## config.mk

```make
export PLATFORM = sky130hd
export DESIGN_NAME = sic_isqrt
export DESIGN_NICKNAME = d
export VERILOG_FILES = /design/src/design/sic_isqrt.sv
export SDC_FILE = /design/constraint.sdc
export NUM_CORES = 1
export LEC_CHECK = 0
export ABC_AREA = 1
export BUFFER_PORTS_ARGS = -buffer_cell sky130_fd_sc_hd__buf_2
export CAP_MARGIN = 20
export CORE_MARGIN = 2
export CORE_UTILIZATION = 59
export CTS_BUF_LIST = sky130_fd_sc_hd__clkbuf_4 sky130_fd_sc_hd__clkbuf_8
export CTS_CLUSTER_DIAMETER = 50
export DETAILED_ROUTE_END_ITERATION = 6
export GPL_ROUTABILITY_DRIVEN = 0
export HOLD_SLACK_MARGIN = 0.03
export PLACE_DENSITY = 0.79
export SETUP_SLACK_MARGIN = 0.5
export SLEW_MARGIN = 5
export SYNTH_ARGS = -nofsm -noshare
export SYNTH_HDL_FRONTEND = slang
export SYNTH_SLANG_ARGS = --single-unit
export TNS_END_PERCENT = 50
```

## constraint.sdc

```tcl
create_clock -name clk_i -period 1.5 [get_ports clk_i]
set_input_delay 0.225 -clock clk_i [delete_from_list [all_inputs] [get_ports clk_i]]
set_output_delay 0.225 -clock clk_i [all_outputs]
set_load 0.02 [all_outputs]
```

## src/design/sic_isqrt.sv

```systemverilog
// ----------------------------------------------------------------------------
// sic_isqrt: pipelined integer square root
// Exact floor root, one result bit per stage.
// ----------------------------------------------------------------------------
module sic_isqrt #(
  parameter int SW = 29
) (
  input  logic                    clk_i,
  input  logic [SW-1:0]           v_i,
  output logic [(SW+1)/2-1:0]     root_o
);

  localparam int RB = (SW + 1) / 2;
  localparam int VW = 2 * RB;

  logic [RB+1:0] rem_q  [RB];
  logic [RB-1:0] root_q [RB];
  logic [VW-1:0] v_q    [RB];

  for (genvar k = 0; k < RB; k++) begin : g_step
    logic [RB+1:0] rem_in, trial, t;
    logic [RB-1:0] root_in;
    logic [VW-1:0] v_in;
    if (k == 0) begin : g_first
      assign rem_in  = '0;
      assign root_in = '0;
      assign v_in    = VW'(v_i);
    end else begin : g_next
      assign rem_in  = rem_q[k-1];
      assign root_in = root_q[k-1];
      assign v_in    = v_q[k-1];
    end
    assign trial = {rem_in[RB-1:0], v_in[VW-1:VW-2]};
    assign t     = {root_in, 2'b01};
    always_ff @(posedge clk_i) begin
      if (trial >= t) begin
        rem_q[k]  <= trial - t;
        root_q[k] <= {root_in[RB-2:0], 1'b1};
      end else begin
        rem_q[k]  <= trial;
        root_q[k] <= {root_in[RB-2:0], 1'b0};
      end
      v_q[k] <= v_in << 2;
    end
  end

  assign root_o = root_q[RB-1];

endmodule

```

==> results of run 1 <==
[Yosys cell counts]
cell type,instances,area share [%]
nor2_4,5,0.26
o21a_1,3,0.10
nand3b_1,13,0.45
nand2_4,6,0.31
and3_1,5,0.14
buf_4,5,0.17
nor3_1,28,0.64
a21oi_1,91,2.1
or2_2,4,0.12
a31oi_1,1,0.029
ha_1,133,7.7
o21bai_1,11,0.38
nand4_1,50,1.4
nor3_4,1,0.075
nand2_1,867,15
a21oi_2,3,0.12
conb_1,1,0.017
xor2_1,48,1.9
xnor2_1,15,0.60
inv_2,2,0.035
nor4_1,2,0.058
nor3b_1,2,0.069
and2_1,8,0.23
nand2_2,9,0.26
nor3_2,6,0.28
o21ai_1,12,0.28
buf_6,11,0.57
a31o_2,1,0.040
nor2_2,20,0.58
nor2_1,151,2.6
nand3_2,9,0.41
or2_0,3,0.086
nand3_1,219,5.0
dfxtp_1,521,48
buf_2,12,0.28
inv_1,493,8.5
o21ai_0,49,1.1
[cell families after synthesis]
| kind of cell | share of synthesized area (%) |
|---|---|
| AND/OR/NAND/NOR | 28.04 |
| other | 0.01726 |
| flip-flops | 48.00 |
| adder cells (fa/ha/maj) | 7.659 |
| AO/OA/AOI/OAI | 4.175 |
| XOR/XNOR | 2.539 |
| buffers and inverters | 9.570 |
[stage by stage]
stage	TNS [ns]	std cells	setup WS (ns)	util (%)	hold WS [ns]
global placement	-34.45	3720	-0.4087	73.73	0.3101
CTS	-21.41	3990	-0.2169	86.66	0.1711
detailed placement	-45.90	3720	-0.5315	73.73	0.3121
floorplan	-2.847	2820	-0.09427	-	0.2527
[layer usage]
layer  overflow  global-route usage, %
met1          8                  79.33
met3         14                  66.77
met4        152                  89.76
met2        301                  98.79
met5          3                  37.16
[repair_timing]
item,4_1_cts
gates cloned,11
pin swaps,219
setup endpoints to repair,219
setup buffers,81
hold endpoints to repair,29
hold buffers,29
gates resized for setup,569
==> results.md, run 1 <==
* # rows at 70
* GRT repair_timing worst endpoint: rem_q[1][5]$_DFF_P_/D
* Seq/Total Area, Yosys at about 48%
* H-tree depth at 3
* Clock Root Buffer: clkbuf_8
* Largest net degree at the start of global routing at 14
* Stopped at: global routing
* Cts bufs inserted at 83
* DP HPWL at 40600 µm
* Gate Count Post-Synth at 2820
* Syn avg cell area at 7.705 µm²
* # IOs at between 40 and 50
* Error: [ERROR GRT-0232] Routing congestion too high. Check the congestion heatmap in the GUI.
* Outcome: aborted with a tool error
* Worst EP kind: register data pin
* Grt ovf at 478
* Post-synth net total at 2983
* Register bit count reported by yosys at ~520
* Total GRT Usage at approximately 80%
* Clock Sinks at 521
* Post-Syn Area at 0.02173 mm²
* Ys Warns at 0
* Placed Area at 0.02686 mm²
* Yosys cell types at 37
* Initial core utilization at slightly below 60%
* Die width at 195.9 µm
* IO Port Bufs at 44
* Die height at 195.9 µm
* CTS max path bufs at 3
==> run 2, diff against run 1 <==
- CORE_UTILIZATION: 59 -> 40
- CTS_BUF_LIST: sky130_fd_sc_hd__clkbuf_4 sky130_fd_sc_hd__clkbuf_8 -> default
- CTS_CLUSTER_DIAMETER: 50 -> default
- HOLD_SLACK_MARGIN: 0.03 -> default
- PLACE_DENSITY: 0.79 -> default
- PLACE_DENSITY_LB_ADDON: default -> 0.15
- SETUP_SLACK_MARGIN: 0.5 -> default
- clock period: 1.5 -> 2 ns (I/O delays scaled with it)
==> run 2 against run 1 <==
Against the previous run: the flow now finishes, with violations (DRC); synthesized area unchanged; synthesized cell count unchanged.
==> results.md, run 2 <==
* Synth area leaders: dfxtp_1 (48%), nand2_1 (15%), inv_1 (8.5%), ha_1 (7.7%), nand3_1 (5.0%) (unchanged)
* DP HPWL at 37020 µm (was 40600 µm)
* Worst Path Class, Setup: reg -> reg
* HP Class: reg -> reg
* R2R depth at 9
* Most common flop cell mapped by yosys: dfxtp_1 (unchanged)
* Die height at 237.1 µm (was 195.9 µm)
* Largest net degree at the start of global routing at 18
* Clock Root Buffer: clkbuf_16 (was clkbuf_8)
* Gate Count Post-Synth at 2820 (unchanged)
* # IOs at 45 (unchanged)
* Clock Sinks at 521 (unchanged)
* Avg WL per Cell at around 13 µm
* Final worst slack at between 0.08 and 0.09 ns
* N_diodes at 0
* Max Clk Rate at 521.8 MHz
* Cell taking the most area after synthesis: dfxtp_1 (unchanged)
* Residual DRC count at 8
* CORE AREA at 0.05381 mm²
* CP Capture Type: register
* GR Util met3 at about 2.6%
* Met2 usage at 29.85%
* Fin Clk Skew at between 0.03 and 0.04 ns
* Setup crit start kind: register
* DP Cell Count at 3567 (was 3720)
* First-pass DRT Iterations at 7
* Min Tclk post-route at 1.916 ns
* Number of global-route vias before repair at about 17000
* Failing checks: DRC
* Rel. slew slack at 59.45%
* Syn avg cell area at 7.705 µm² (unchanged)
* DRT antenna net count at 0
* Static Leak at 13.74 nW
* Tot Pwr at 34.99 mW
* Final Non-Filler Cells at 3717
* Post-synth net total at 2983 (unchanged)
* Final count of hold timing violations at 0
* Ys async rst share at 0% (unchanged)
* Most used routing layer: met2
* Commonest cells in the netlist: nand2_1 (867), dfxtp_1 (521), inv_1 (493) (unchanged)
* Initial core utilization at 40.38% (was 59.64%)
* Die area at 0.05620 mm²
* Least-Margin Pin Slew at 0.6036 ns
* Worst-skew pair later-pin latency at 0.60 ns
* 1st-iter DRT viols at 1037
* Post-Syn Area at 0.02173 mm² (unchanged)
* Final Setup Violations at 0
* Fin crit share at 95.82%
* Outcome: finished with violations (was aborted with a tool error)
* Hold slack final at 0.3165 ns
* First-pass GRT wire length at between 70000 and 80000 µm
* Yosys cell types at 37 (unchanged)
* Via count at about 17000
* Layout Area Growth over Synthesis at 18.23%
* Placed Area at 0.02289 mm² (was 0.02686 mm²)
* CP arrival at 2.40 ns
* Count leader, synth: nand2_1 (unchanged)
* DR vias/cell at around 4.6
* Worst VDD drop at 0.8258 mV
* Register bit count reported by yosys at 521 (unchanged)
* Yosys top cell area share at 48.00% (unchanged)
* Grt ovf at 0
* Hold path depth at 0
* # rows at 85 (was 70)
* Final Max Slew Viols at 0
* Die width at 237.1 µm (was 195.9 µm)
* Most common cell after layout, fill and taps aside: nand2_1
* Cts bufs inserted at 55 (was 83)
* IO Port Bufs at 44 (unchanged)
* Top reg by flops: v_q
* Drt total wl at 47790 µm
* Fin nets at 3139
* CP required at 2.49 ns
* Max Cap Viol at 0
* Total GRT Usage at 16.94%
* Post-synth EDFFs at 0 (unchanged)
* Post-route cell area at 0.02569 mm²
* Largest register FFs at 210
* Clock-pin slew on the worst setup and hold paths at 0.06 ns
* Initial antenna violation count at 0
* Setup TNS at 0 ns
* Core Util, Final at a little under half
* Power density over the cells at around 1400 mW/mm²
* Seq/Total Area, Yosys at 48.00% (unchanged)
* RSZ-0062 raised after global routing: yes
* H-tree depth at 2 (was 3)
* Most frequent cells in the layout: nand2_1 (863), dfxtp_1 (518), inv_1 (490)
* Share of cells above drive strength 1 at 10.20%
* Met1 GRT Util at 21.28%
* CTS tree: yes
* Crit path max fanout at 5
* Ys Warns at 0 (unchanged)
* CTS max path bufs at 3 (unchanged)
* Dpl ws at -0.03079 ns (was -0.5315 ns)
* Largest registers: v_q x210, rem_q x191, root_q x120
==> run 2: cell counts after synthesis <==
Identical to the previous run, type by type.
==> run 2: per-layer routing <==
| metal | up-vias | share of wire (%) |
|---|---|---|
| met4 | 0 | 2.2 |
| li1 | 9059 | - |
| met3 | 80 | 4.7 |
| met2 | 368 | 47 |
| met5 | - | 0 |
| met1 | 7748 | 46 |
==> run 2: logic make-up after synthesis <==
logic type / Yosys count / share of synthesized area, %
simple gates: 1408 / 28.04
other cells: 1 / 0.01726
fa+ha+maj: 133 / 7.659
compound gates: 171 / 4.175
buf+inv: 523 / 9.570
xor+xnor: 63 / 2.539
flops: 521 / 48.00
==> run 2: worst paths after layout <==
kind                      start           end  slack [ns]
hold reg to reg      v_q[1][21]    v_q[1][51]        0.32
setup / recovery  root_q[0][48]  rem_q[0][80]        0.08
setup reg to reg  root_q[0][48]  rem_q[0][80]        0.08
hold / removal       v_q[1][21]    v_q[1][51]        0.32
==> run 2: report_power, final <==
part	switching, mW	leakage [nW]	internal (mW)
logic	6.28	8.36	3.62
registers	1.40	4.36	12.4
clock network	4.22	1.02	7.09
total	11.9	13.7	23.1
==> run 2: critical path: stages (launching register included) <==
cell      delay (ns)
dfxtp_1         0.37
inv_1           0.06
ha_1            0.38
nand2_1         0.11
o21bai_1        0.21
inv_2           0.10
nand3_4         0.11
nor2_4          0.07
buf_4           0.15
a21oi_1         0.24
==> run 2: repair_timing <==
item                                    CTS  global route
endpoints found under the hold margin    29             0
buffers inserted                          0            15
gates cloned                              0             4
resized for setup                         2            57
endpoints found under the setup margin   10           134
pin swaps                                 0             9
hold buffers                             29             0
==> run 2: area by class of cell <==
cell class	instances	area, µm²
fill	5295	28120
clock buffer	64	1491
timing repair buffer	124	927.1
clock inverter	38	604.3
inverter	495	1858
sequential	521	10430
multi-input combinational	1779	9504
tap	696	870.8
Note: power is estimated with default switching activity, not from simulation.
==> run 3, diff against run 2 <==
- BUFFER_PORTS_ARGS: -buffer_cell sky130_fd_sc_hd__buf_2 -> -buffer_cell sky130_fd_sc_hd__buf_4
==> run 3 against run 2 <==
Against the previous run: the run now ends clean; global-route usage grew 0.13 points; clock skew is 0.010 ns lower; first-iteration DRC count is 1.4% lower; sequential power barely moved.
==> results.md, run 3 (synthesis gave the netlist of run 2 again) <==
* Fin nets at 3125 (was 3139)
* DP Cell Count at 3565 (was 3567)
* H-tree depth at 2 (unchanged)
* Clock Root Buffer: clkbuf_16 (unchanged)
* First-pass DRT Iterations at 5 (was 7)
* First-pass GRT wire length at 78740 µm (was 78430 µm)
* CTS tree: yes (unchanged)
* Post-route cell area at 0.02564 mm² (was 0.02569 mm²)
* Initial antenna violation count at 0 (unchanged)
* Setup crit start kind: register (unchanged)
* HP Class: reg -> reg (unchanged)
* Largest registers: v_q x210, rem_q x191, root_q x120 (unchanged)
* Max Cap Viol at 0 (unchanged)
* Die height at 237.1 µm (unchanged)
* Final Setup Violations at 0 (unchanged)
* Worst VDD drop at 0.7567 mV (was 0.8258 mV)
* CTS max path bufs at 3 (unchanged)
* Total GRT Usage at 17.07% (was 16.94%)
* Min Tclk post-route at 1.926 ns (was 1.916 ns)
* Max Clk Rate at 519.3 MHz (was 521.8 MHz)
* Clock-pin slew on the worst setup and hold paths at 0.06 ns (about the same)
* Die width at 237.1 µm (unchanged)
* Most frequent cells in the layout: nand2_1 (864), dfxtp_1 (519), inv_1 (492) (was nand2_1 (863), dfxtp_1 (518), inv_1 (490))
* CORE AREA at 0.05381 mm² (unchanged)
* RSZ-0062 raised after global routing: yes (unchanged)
* Crit path max fanout at 7 (was 5)
* Power density over the cells at 1343 mW/mm² (was 1362 mW/mm²)
* Drt total wl at 48090 µm (was 47790 µm)
* FF/Latch Area at 0.01043 mm² (about the same)
* Top reg by flops: v_q (unchanged)
* DP HPWL at 37030 µm (was 37020 µm)
* Share of cells above drive strength 1 at 9.714% (was 10.20%)
* Worst-skew pair later-pin latency at 0.62 ns (was 0.60 ns)
* Final worst slack at 0.07437 ns (was 0.08357 ns)
* # rows at 85 (unchanged)
* Area occupied by multi-input gates at 0.009565 mm² (was 0.009504 mm²)
* CP arrival at 2.40 ns (about the same)
* Worst Path Class, Setup: reg -> reg (unchanged)
* Cts bufs inserted at 54 (was 55)
* Avg WL per Cell at 12.99 µm (was 12.86 µm)
* Final count of hold timing violations at 0 (unchanged)
* Final Max Slew Viols at 0 (unchanged)
* CP Capture Type: register (unchanged)
* R2R depth at 9 (unchanged)
* Residual DRC count at 0 (was 8)
* Static Leak at 13.66 nW (was 13.74 nW)
* Clock Sinks at 521 (unchanged)
* Worst path cell trace: inv_1, ha_1, or2_0, o21bai_1, inv_2, nand3_2, nor2_4, buf_4, o21ai_0 (was inv_1, ha_1, nand2_1, o21bai_1, inv_2, nand3_4, nor2_4, buf_4, a21oi_1)
* Outcome: completed (was finished with violations)
* Fillers at 5270 (was 5295)
* Die area at 0.05620 mm² (unchanged)
* Fin crit share at 96.28% (was 95.82%)
* Layout Area Growth over Synthesis at 18.02% (was 18.23%)
* 1st-iter DRT viols at 1022 (was 1037)
* N_diodes at 0 (unchanged)
* Fin Clk Skew at 0.02297 ns (was 0.03300 ns)
* DRT antenna net count at 0 (unchanged)
* Slowest stage delay, CP at 0.38 ns (about the same)
* Via count at 17112 (was 17255)
* Final Non-Filler Cells at 3702 (was 3717)
* Core Util, Final at 47.65% (was 47.74%)
* Number of global-route vias before repair at 16464 (was 16581)
* Largest register FFs at 210 (unchanged)
* Most common cell after layout, fill and taps aside: nand2_1 (unchanged)
* IO Port Bufs at 44 (unchanged)
* DR vias/cell at 4.622 (was 4.642)
* # IOs at 45 (unchanged)
* Largest net degree at the start of global routing at 18 (unchanged)
* Initial core utilization at 40.38% (unchanged)
* Crit-path slowest cell: dfxtp_1 (was ha_1)
* Grt ovf at 0 (unchanged)
* Setup TNS at 0 ns (unchanged)
* Hold path depth at 0 (unchanged)
* Dpl ws at -0.07850 ns (was -0.03079 ns)
* Placed Area at 0.02299 mm² (was 0.02289 mm²)
* CP required at 2.47 ns (was 2.49 ns)
-- run 3: final timing paths --
kind | slack, ns | from | end
max | 0.07 | root_q[0][48] | rem_q[0][69]
min | 0.31 | v_q[1][20] | v_q[1][50]
max reg2reg | 0.07 | root_q[0][48] | rem_q[0][69]
min reg2reg | 0.31 | v_q[1][20] | v_q[1][50]
-- run 3: layout make-up --
class                           instances  share of cell area, %
Sequential cell                       521                  40.68
Multi-Input combinational cell       1778                  37.30
Inverter                              495                  7.245
Clock buffer                           69                  5.801
Timing Repair Buffer                  112                  3.776
Tap cell                              696                  3.396
Clock inverter                         31                  1.800
-- run 3: routing by layer --
layer  global-route usage, %  vias up  wire, µm
met5                       0        -         0
met1                   21.84     7663     22250
met4                   5.203        0      1215
met3                   3.089       83      2083
met2                   29.28      334     22540
li1                        -     9032         -
-- run 3: power breakdown --
part | switching (mW) | internal, mW | leakage (nW)
registers | 1.42 | 12.4 | 4.36
clock network | 4.17 | 6.48 | 0.950
logic | 6.28 | 3.71 | 8.34
total | 11.9 | 22.6 | 13.7
-- run 3: what timing repair did --
action | 4_1_cts | 5_1_grt
gates cloned | 0 | 3
gates resized for setup | 2 | 64
buffers inserted | 0 | 5
hold buffers | 29 | 0
setup endpoints to repair | 15 | 133
hold endpoints to repair | 29 | 0
pin swaps | 0 | 9
-- run 3: metrics by stage --
stage / power [mW] / hold slack, ns
after floorplan: 20.74 / 0.3096
after global placement: 23.46 / 0.3100
after detailed placement: 23.54 / 0.3121
after CTS: 34.44 / 0.2852
after global routing: 36.86 / 0.2944
final: 34.44 / 0.3091
-- run 3: critical path: cells and delay by family, from the launching register on --
kind / cells / cell delay [ns]
AOI/OAI and AO/OA: 2 / 0.28
buffers and inverters: 3 / 0.34
and+or+nand+nor: 3 / 0.57
adders and majority gates: 1 / 0.20
DFF: 1 / 0.38
